===== config.mk =====
export PLATFORM = sky130hd
export DESIGN_NAME = e2q_cordic_lane
export DESIGN_NICKNAME = d
export VERILOG_FILES = /design/src/hdl/e2q_pkg.sv /design/src/hdl/e2q_cordic_lane.sv
export SDC_FILE = /design/constraint.sdc
export NUM_CORES = 2
export LEC_CHECK = 0
export CAP_MARGIN = 20
export CORE_MARGIN = 2
export CORE_UTILIZATION = 45
export DETAILED_ROUTE_END_ITERATION = 10
export DONT_BUFFER_PORTS = 1
export GPL_ROUTABILITY_DRIVEN = 0
export SLEW_MARGIN = 5
export SYNTH_ARGS = -nofsm -noshare
export SYNTH_HDL_FRONTEND = slang
export SYNTH_SLANG_ARGS = --single-unit
export TNS_END_PERCENT = 5

===== constraint.sdc =====
create_clock -name clock -period 5 [get_ports clock]
set_clock_uncertainty 0.05 [all_clocks]
set_input_delay 0.75 -clock clock [delete_from_list [all_inputs] [get_ports clock]]
set_output_delay 0.75 -clock clock [all_outputs]
set_load 0.01 [all_outputs]

===== src/hdl/e2q_pkg.sv =====
// ----------------------------------------------------------------------------
// Euler to quaternion package
// Widths and elaboration-time constant functions for the CORDIC lanes.
// ----------------------------------------------------------------------------
package e2q_pkg;

   localparam int DATA_W  = 32;
   localparam int DATA_FR = 30;
   localparam int PAIR_W  = 34;
   localparam int SUM_W   = 68;
   localparam int ANG_W   = 16;
   localparam int QUAT_W  = 16;
   localparam int Q_ONE   = 16384;
   localparam int TAB_MAX = 24;
   localparam int MERGE_STAGES = 4;

   typedef logic signed [DATA_W-1:0] data_type;
   typedef logic signed [ANG_W-1:0]  angle_type;
   typedef logic signed [QUAT_W-1:0] quat_type;

   // Restoring long division; the divisor stays below 2^63.
   function automatic longint unsigned udiv(input longint unsigned num,
                                            input longint unsigned den);
      longint unsigned q;
      longint unsigned r;
      q = 64'd0;
      r = 64'd0;
      for (int b = 63; b >= 0; b--) begin
         r = {r[62:0], num[b]};
         if (r >= den) begin
            r    = r - den;
            q[b] = 1'b1;
         end
      end
      return q;
   endfunction

   function automatic longint unsigned atan_pow2_q62(input int unsigned i);
      longint unsigned acc;
      longint unsigned t;
      int unsigned     k;
      int unsigned     n;
      acc = 64'd0;
      for (k = 0; (2 * k + 1) * i <= 62; k++) begin
         n = 2 * k + 1;
         t = udiv(64'd1 << (62 - n * i), 64'(n));
         if (k[0]) acc = acc - t;
         else acc = acc + t;
      end
      return acc;
   endfunction

   function automatic longint unsigned atan_third_q62();
      longint unsigned p;
      longint unsigned acc;
      longint unsigned t;
      int unsigned     k;
      p   = udiv(64'd1 << 62, 64'd3);
      acc = 64'd0;
      k   = 0;
      while (p != 64'd0) begin
         t = udiv(p, 64'(2 * k + 1));
         if (k[0]) acc = acc - t;
         else acc = acc + t;
         p = udiv(p, 64'd9);
         k++;
      end
      return acc;
   endfunction

   function automatic longint unsigned atan_one_q62();
      return atan_pow2_q62(1) + atan_third_q62();
   endfunction

   function automatic longint unsigned atan_frac(input int unsigned i, input int unsigned f);
      longint unsigned a;
      a = (i == 0) ? atan_one_q62() : atan_pow2_q62(i);
      return (a + (64'd1 << (61 - f))) >> (62 - f);
   endfunction

   function automatic longint unsigned pi_frac(input int unsigned f);
      return (atan_one_q62() + (64'd1 << (59 - f))) >> (60 - f);
   endfunction

   function automatic longint unsigned half_pi_frac(input int unsigned f);
      return (atan_one_q62() + (64'd1 << (60 - f))) >> (61 - f);
   endfunction

   function automatic longint unsigned cordic_gain(input int unsigned n);
      longint unsigned prod;
      longint unsigned v;
      longint unsigned res;
      longint unsigned bt;
      longint unsigned num;
      int unsigned     i;
      prod = 64'd1 << 61;
      for (i = 1; i < n; i++) prod = prod + (prod >> (2 * i));
      v   = prod;
      res = 64'd0;
      bt  = 64'd1 << 62;
      while (bt > v) bt = bt >> 2;
      while (bt != 64'd0) begin
         if (v >= res + bt) begin
            v   = v - (res + bt);
            res = (res >> 1) + bt;
         end else begin
            res = res >> 1;
         end
         bt = bt >> 2;
      end
      num = (64'd1 << 60) + (res >> 1);
      return udiv(num, res);
   endfunction

endpackage


===== src/hdl/e2q_cordic_lane.sv =====
// ----------------------------------------------------------------------------
// Half-angle CORDIC lane
// Halves one angle, folds it into +-pi/2 and rotates it through a pipeline.
// ----------------------------------------------------------------------------
module e2q_cordic_lane #(
   parameter int STAGES = 16,
   parameter int FRAC   = 13
) (
   input  logic                     clock,
   input  logic [STAGES+1:0]        stage_en,
   input  e2q_pkg::angle_type       angle,
   output e2q_pkg::data_type        cos_out,
   output e2q_pkg::data_type        sin_out
);

   localparam int ZW = FRAC + 4;
   localparam logic signed [ZW-1:0] PI_C  = ZW'(e2q_pkg::pi_frac(FRAC));
   localparam logic signed [ZW-1:0] HPI_C = ZW'(e2q_pkg::half_pi_frac(FRAC));
   localparam e2q_pkg::data_type GAIN_C =
      e2q_pkg::DATA_W'(e2q_pkg::cordic_gain(STAGES));

   e2q_pkg::data_type       x_ff [0:STAGES];
   e2q_pkg::data_type       y_ff [0:STAGES];
   logic signed [ZW-1:0]    z_ff [0:STAGES];
   logic                    neg_ff [0:STAGES];
   logic signed [ZW-1:0]    z_half;
   e2q_pkg::data_type       cos_ff;
   e2q_pkg::data_type       sin_ff;

   generate
      if (FRAC >= 14) begin : g_wide
         assign z_half = {{(ZW-e2q_pkg::ANG_W){angle[e2q_pkg::ANG_W-1]}}, angle}
                         <<< (FRAC - 14);
      end else begin : g_narrow
         logic signed [e2q_pkg::ANG_W+1:0] rnd;
         logic signed [e2q_pkg::ANG_W+1:0] shf;
         assign rnd = {{2{angle[e2q_pkg::ANG_W-1]}}, angle}
                      + (18'sd1 <<< (13 - FRAC));
         assign shf = rnd >>> (14 - FRAC);
         assign z_half = shf[ZW-1:0];
      end
   endgenerate

   always_ff @(posedge clock) begin
      if (stage_en[0]) begin
         x_ff[0] <= GAIN_C;
         y_ff[0] <= '0;
         if (z_half > HPI_C) begin
            z_ff[0]   <= z_half - PI_C;
            neg_ff[0] <= 1'b1;
         end else if (z_half < -HPI_C) begin
            z_ff[0]   <= z_half + PI_C;
            neg_ff[0] <= 1'b1;
         end else begin
            z_ff[0]   <= z_half;
            neg_ff[0] <= 1'b0;
         end
      end
   end

   generate
      for (genvar i = 0; i < STAGES; i++) begin : g_iter
         localparam logic signed [ZW-1:0] ATAN_C = ZW'(e2q_pkg::atan_frac(i, FRAC));
         always_ff @(posedge clock) begin
            if (stage_en[i+1]) begin
               neg_ff[i+1] <= neg_ff[i];
               if (!z_ff[i][ZW-1]) begin
                  x_ff[i+1] <= x_ff[i] - (y_ff[i] >>> i);
                  y_ff[i+1] <= y_ff[i] + (x_ff[i] >>> i);
                  z_ff[i+1] <= z_ff[i] - ATAN_C;
               end else begin
                  x_ff[i+1] <= x_ff[i] + (y_ff[i] >>> i);
                  y_ff[i+1] <= y_ff[i] - (x_ff[i] >>> i);
                  z_ff[i+1] <= z_ff[i] + ATAN_C;
               end
            end
         end
      end
   endgenerate

   always_ff @(posedge clock) begin
      if (stage_en[STAGES+1]) begin
         cos_ff <= neg_ff[STAGES] ? -x_ff[STAGES] : x_ff[STAGES];
         sin_ff <= neg_ff[STAGES] ? -y_ff[STAGES] : y_ff[STAGES];
      end
   end

   assign cos_out = cos_ff;
   assign sin_out = sin_ff;

endmodule


# ---- Word-level counts from Yosys, hierarchy flattened
# Memory sizes are Yosys's and may differ from the RTL's.
# Cells that the tools add are included.
dict set report op_classes {
  add_sub_neg 96
  n_mul 0
  div 0
  n_lt_le_gt_ge 2
  n_eq_ne 0
  shifts 0
  n_mux 195
  bitwise_logic 52
  n_reduce_logical 0
}
# op n
set ops {}
lappend ops {{two-way mux 32 bit} 34}
lappend ops {{two-way mux 17 bit} 18}
lappend ops {{two-way mux 1 bit} 143}
lappend ops {{adder 32 x 17 -> 32 bit} 2}
lappend ops {{adder 32 x 18 -> 32 bit} 2}
lappend ops {{adder 32 x 19 -> 32 bit} 2}
lappend ops {{adder 32 x 20 -> 32 bit} 2}
lappend ops {{adder 32 x 21 -> 32 bit} 2}
lappend ops {{adder 32 x 22 -> 32 bit} 2}
lappend ops {{adder 32 x 23 -> 32 bit} 2}
lappend ops {{adder 32 x 24 -> 32 bit} 2}
lappend ops {{adder 32 x 25 -> 32 bit} 2}
lappend ops {{adder 32 x 26 -> 32 bit} 2}
lappend ops {{adder 32 x 27 -> 32 bit} 2}
lappend ops {{adder 32 x 28 -> 32 bit} 2}
lappend ops {{adder 32 x 29 -> 32 bit} 2}
lappend ops {{adder 32 x 30 -> 32 bit} 2}
lappend ops {{adder 32 x 31 -> 32 bit} 2}
lappend ops {{negator 32 bit} 2}
lappend ops {{subtractor 32 x 17 -> 32 bit} 2}
lappend ops {{subtractor 32 x 18 -> 32 bit} 2}
lappend ops {{subtractor 32 x 19 -> 32 bit} 2}
lappend ops {{subtractor 32 x 20 -> 32 bit} 2}
lappend ops {{subtractor 32 x 21 -> 32 bit} 2}
lappend ops {{other kinds (44)} 108}
dict set report word_totals {
  regBits 64
  latch_bits 0
  mem_bits_rw 1394
  rom_bits 0
  in_bits 35
  out_inout_bits 64
  memories 4
}
# name words word_bits rd rd_clocked_by_memory_dff wr line
set memory_table {}
lappend memory_table {x_ff 17 32 17 0 17 e2q_cordic_lane.sv:22} ;# e2q_pkg::data_type x_ff [0:STAGES];
lappend memory_table {y_ff 17 32 17 0 17 e2q_cordic_lane.sv:23} ;# e2q_pkg::data_type y_ff [0:STAGES];
lappend memory_table {z_ff 17 17 16 0 17 e2q_cordic_lane.sv:24} ;# logic signed [ZW-1:0] z_ff [0:STAGES];
lappend memory_table {neg_ff 17 1 17 0 17 e2q_cordic_lane.sv:25} ;# logic neg_ff [0:STAGES];

# ---- Longest topological paths before layout
dict set report logic_depth {
  ltp_word 8
  ltp_mapped 21
  ltp_nobuf 21
}

# ---- Worst setup path before layout
# Ideal clock, no wire load.
dict set report synth_path {
  path_type {reg-to-reg}
  startpoint {mem x_ff[2][26] (netlist name)}
  endpoint {mem y_ff[3][31] (netlist name) (data pin)}
  setup_ns 0.260
  t_arrival_ns 4.606
  t_required_ns 4.690
  setup_slack_ns 0.084
  stages_incl_launch_ff 19
  path_buffers 1
  period_less_slack_ns 4.916
  path_cell_list {edfxtp_1 > clkbuf_1 > or4_1 > or3_1 > or2_1 > nor2_1 > nor2_1 > xnor2_1 > ha_1 > nand3_1 > nor2_1 > a221oi_2 > nand3_1 > a211o_1 > a221o_1 > a311o_1 > a221o_1 > a21oi_1 > xnor2_1}
}
# element line
set synth_rtl {}
lappend synth_rtl {{from (decl)} e2q_cordic_lane.sv:22}
lappend synth_rtl {{to (decl)} e2q_cordic_lane.sv:23}

==> metrics.yaml <==
setup_path:
  critPathBufInv: 2
  slowest_delay_ns: 0.59
  endpoint_kind: "register"
  crit_family: "simple AND/OR/NAND/NOR gates"
  required_ns: 5.49
  cp_slowest_cell: "or4_1"
  crit_fanout: 5
  cpMostUsedCell: "nand2_1"
  cp_cell_sequence: "inv_1 > ha_1 > nand2b_1 > or4_1 > nor2_1 > nand2_1 > or3_1 > nand2_1 > xor2_1 > ha_1 > nand2_1 > or4_1 > a221oi_2 > buf_4 > o211ai_1 > o21ba_2 > a21oi_1 > a21oi_1 > o21bai_1 > xnor2_1"
  worst_ep_arrival_time_ns: 5.44
  cp-start-kind: "register"
  crit_type: "register to register"
placed_design:
  place_inst: 13436
  post-dp-hpwl_mm: 212
  io_buffer_count: 0
  place_area_um2: 107000
logic_synthesis:
  synth-seq-cells: 1274
  synthesis.area_um2: 103000
  synthFlopType: "edfxtp_1"
  ys_seq_area_frac: 0.373
  yosysUniqueCellTypes: 98
  yosys_warnings: 0
  syn_inst: 10426
  async_reset_ff_frac: 0
  synth_edf_count: 1274
  avgSynthCellArea_um2: 9.85
global_routing:
  antenna_found_initial: 5
  grt_usage: 0.230
  grt_overflow: 0
  grt_pass1_vias: 76537
  grt_pass1_wl_mm: 426
  grt_max_degree: 85
run:
  cap_violations: 0
hold_path:
  hold_class: "input pin to register"
cts:
  h-tree-depth: 4
  clock-root-buffer: "clkbuf_16"
  cts.path.max_buffers: 3
  clkSlewWorstSetupHoldPaths_ns: 0.06
  postCtsSetupBuffers: 0
  clock_sinks: 1274
  insertion_delay_ns: 0.81
  cts_tree: "built"
  cts_buffers: 151
routing:
  via_count: 79662
  post-route-drc-count: 0
  drt_pass1_iterations: 6
  ant_nets: 0
  postRouteWirelength_mm: 272
  via_per_inst: 5.79
  drt_iter0_drc: 6000
  wl_per_cell_um: 19.8
timing:
  fmax_ghz: 0.202
  slew_headroom: 0.333
  worstMarginPinSlew_ns: 0.998
  rsz0062_at_grt: "yes"
  layout_min_cycle_time_ns: 4.95
  setup_violations: 0
  hold_viol: 0
  finalMaxSlewViolations: 0
  period_share: 0.991
cells_and_area:
  drive_gt1_frac: 0.0530
  area_delta_synth_final_pct: 10.0
  stdcell_area_um2: 113000
  fin_cells: 13758
  nets: 11790
status:
  status: "finished, final reports clean"
die:
  die-area_um2: 232000
  initial_core_util: 0.452
  die_w_um: 482
  core_area_um2: 227000
  placementRows: 175
  boundaryPins: 99
  die_h_um: 482
## final cells by class
class,count,area [um2]
Fill cell,20505,114000
Multi-Input combinational cell,8602,62600
Sequential cell,1274,38300
Clock buffer,173,3880
Tap cell,3009,3760
Timing Repair Buffer,210,1890
Inverter,381,1430
Clock inverter,106,1130
Antenna cell,3,7.51
## sequential cells by signal, summed over array words and instances (netlist names)
name     cells
y_ff       481
x_ff       472
z_ff       240
cos_out     32
sin_out     32
neg_ff      17
## synthesized netlist by cell type (all sizes together), types with 30 or more instances
cell	instances	share of area
mux2	48	0.0053
ha	1093	0.13
a31oi	78	0.0048
a211o	30	0.0026
nand3	144	0.0070
a21boi	38	0.0028
fa	42	0.0082
a211oi	96	0.0071
o41ai	58	0.0051
and2	56	0.0034
nand4	59	0.0036
or2	47	0.0029
nor3	250	0.012
clkbuf	152	0.0056
nand3b	34	0.0025
mux2i	56	0.0055
nand2b	172	0.010
nor2	807	0.029
o21a	170	0.012
inv	376	0.014
nand2	588	0.021
edfxtp	1274	0.37
xnor2	1043	0.089
and3	85	0.0052
o211ai	42	0.0031
nor2b	113	0.0069
o21bai	118	0.0086
nor4	68	0.0044
or4	42	0.0031
a21oi	1037	0.051
or3	100	0.0061
o31ai	136	0.0099
xor2	581	0.050
o21ai	579	0.028
a21o	445	0.033
## routing by layer
| layer | routed length [um] | global-route usage | vias to the layer above |
|---|---|---|---|
| met4 | 9860 | 0.0782 | 2 |
| met2 | 134000 | 0.405 | 1916 |
| li1 | - | - | 39210 |
| met1 | 116000 | 0.287 | 38074 |
| met3 | 12300 | 0.0304 | 460 |
| met5 | 21 | 0 | - |
## placed cells by master, fill, tap and decap left out, drive strengths merged, types with 26 or more instances in the layout
| cell | netlist | final |
|---|---|---|
| and3 | 85 | 85 |
| nor3b | 27 | 27 |
| fa | 42 | 42 |
| o21bai | 118 | 118 |
| nand3 | 144 | 144 |
| nand4 | 59 | 59 |
| or4 | 42 | 42 |
| a211o | 30 | 30 |
| dlygate4sd3 | 0 | 30 |
| clkbuf | 152 | 173 |
| nand2b | 172 | 172 |
| and2 | 56 | 56 |
| inv | 376 | 396 |
| or2 | 47 | 47 |
| ha | 1093 | 1093 |
| a21oi | 1037 | 1037 |
| nor2 | 807 | 807 |
| o21ai | 579 | 579 |
| a31oi | 78 | 78 |
| a21boi | 38 | 38 |
| a21o | 445 | 445 |
| clkinv | 5 | 63 |
| o31ai | 136 | 136 |
| nor3 | 250 | 250 |
| nand2 | 588 | 588 |
| edfxtp | 1274 | 1274 |
| a221oi | 26 | 26 |
| o211ai | 42 | 42 |
| mux2 | 48 | 48 |
| buf | 23 | 180 |
| xor2 | 581 | 581 |
| or3 | 100 | 100 |
| nor2b | 113 | 113 |
| mux2i | 56 | 56 |
| xnor2 | 1043 | 1043 |
| nor4 | 68 | 68 |
| o41ai | 58 | 58 |
| o21a | 170 | 170 |
| a211oi | 96 | 96 |
| nand3b | 34 | 34 |
## final timing paths
check,from,endpoint,slack [ns],depth (start not counted)
max,x_ff[8][8],y_ff[9][31],0.05,20
min,stage_en[12],y_ff[12][29],0.1,0
max reg2reg,x_ff[8][8],y_ff[9][31],0.05,20
min reg2reg,z_ff[11][0],z_ff[12][0],0.37,0
## what timing repair did
action,4_1_cts,5_1_grt
hold buffers,37,3
pin swaps,0,0
setup endpoints to repair,2,52
endpoints found under the hold margin,543,27
gates resized for setup,2,45
## stage by stage
stage                      util  worst slack [ns]  TNS, ns  hold slack, ns
after floorplan               -            0.0842        0           0.350
after global placement    0.472           -0.0213  -0.0213           0.352
after detailed placement  0.472            -0.156   -0.342           0.355
after CTS                 0.496            0.0156        0        0.000877
after global routing      0.498           -0.0934   -0.338          0.0149
final                     0.498            0.0465        0          0.0996
## logic make-up after synthesis
family | after synthesis | share of synthesized area
other | 2 | 0.0000731
buffers and inverters | 556 | 0.0204
XOR/XNOR | 1624 | 0.139
multiplexers | 104 | 0.0107
AND/OR/NAND/NOR | 2643 | 0.125
flip-flops | 1274 | 0.373
adder cells (fa/ha/maj) | 1136 | 0.141
AO/OA/AOI/OAI | 3087 | 0.191
Power is not shown: default switching activity piles up to over one toggle a cycle in this logic, so the estimate is an artifact.
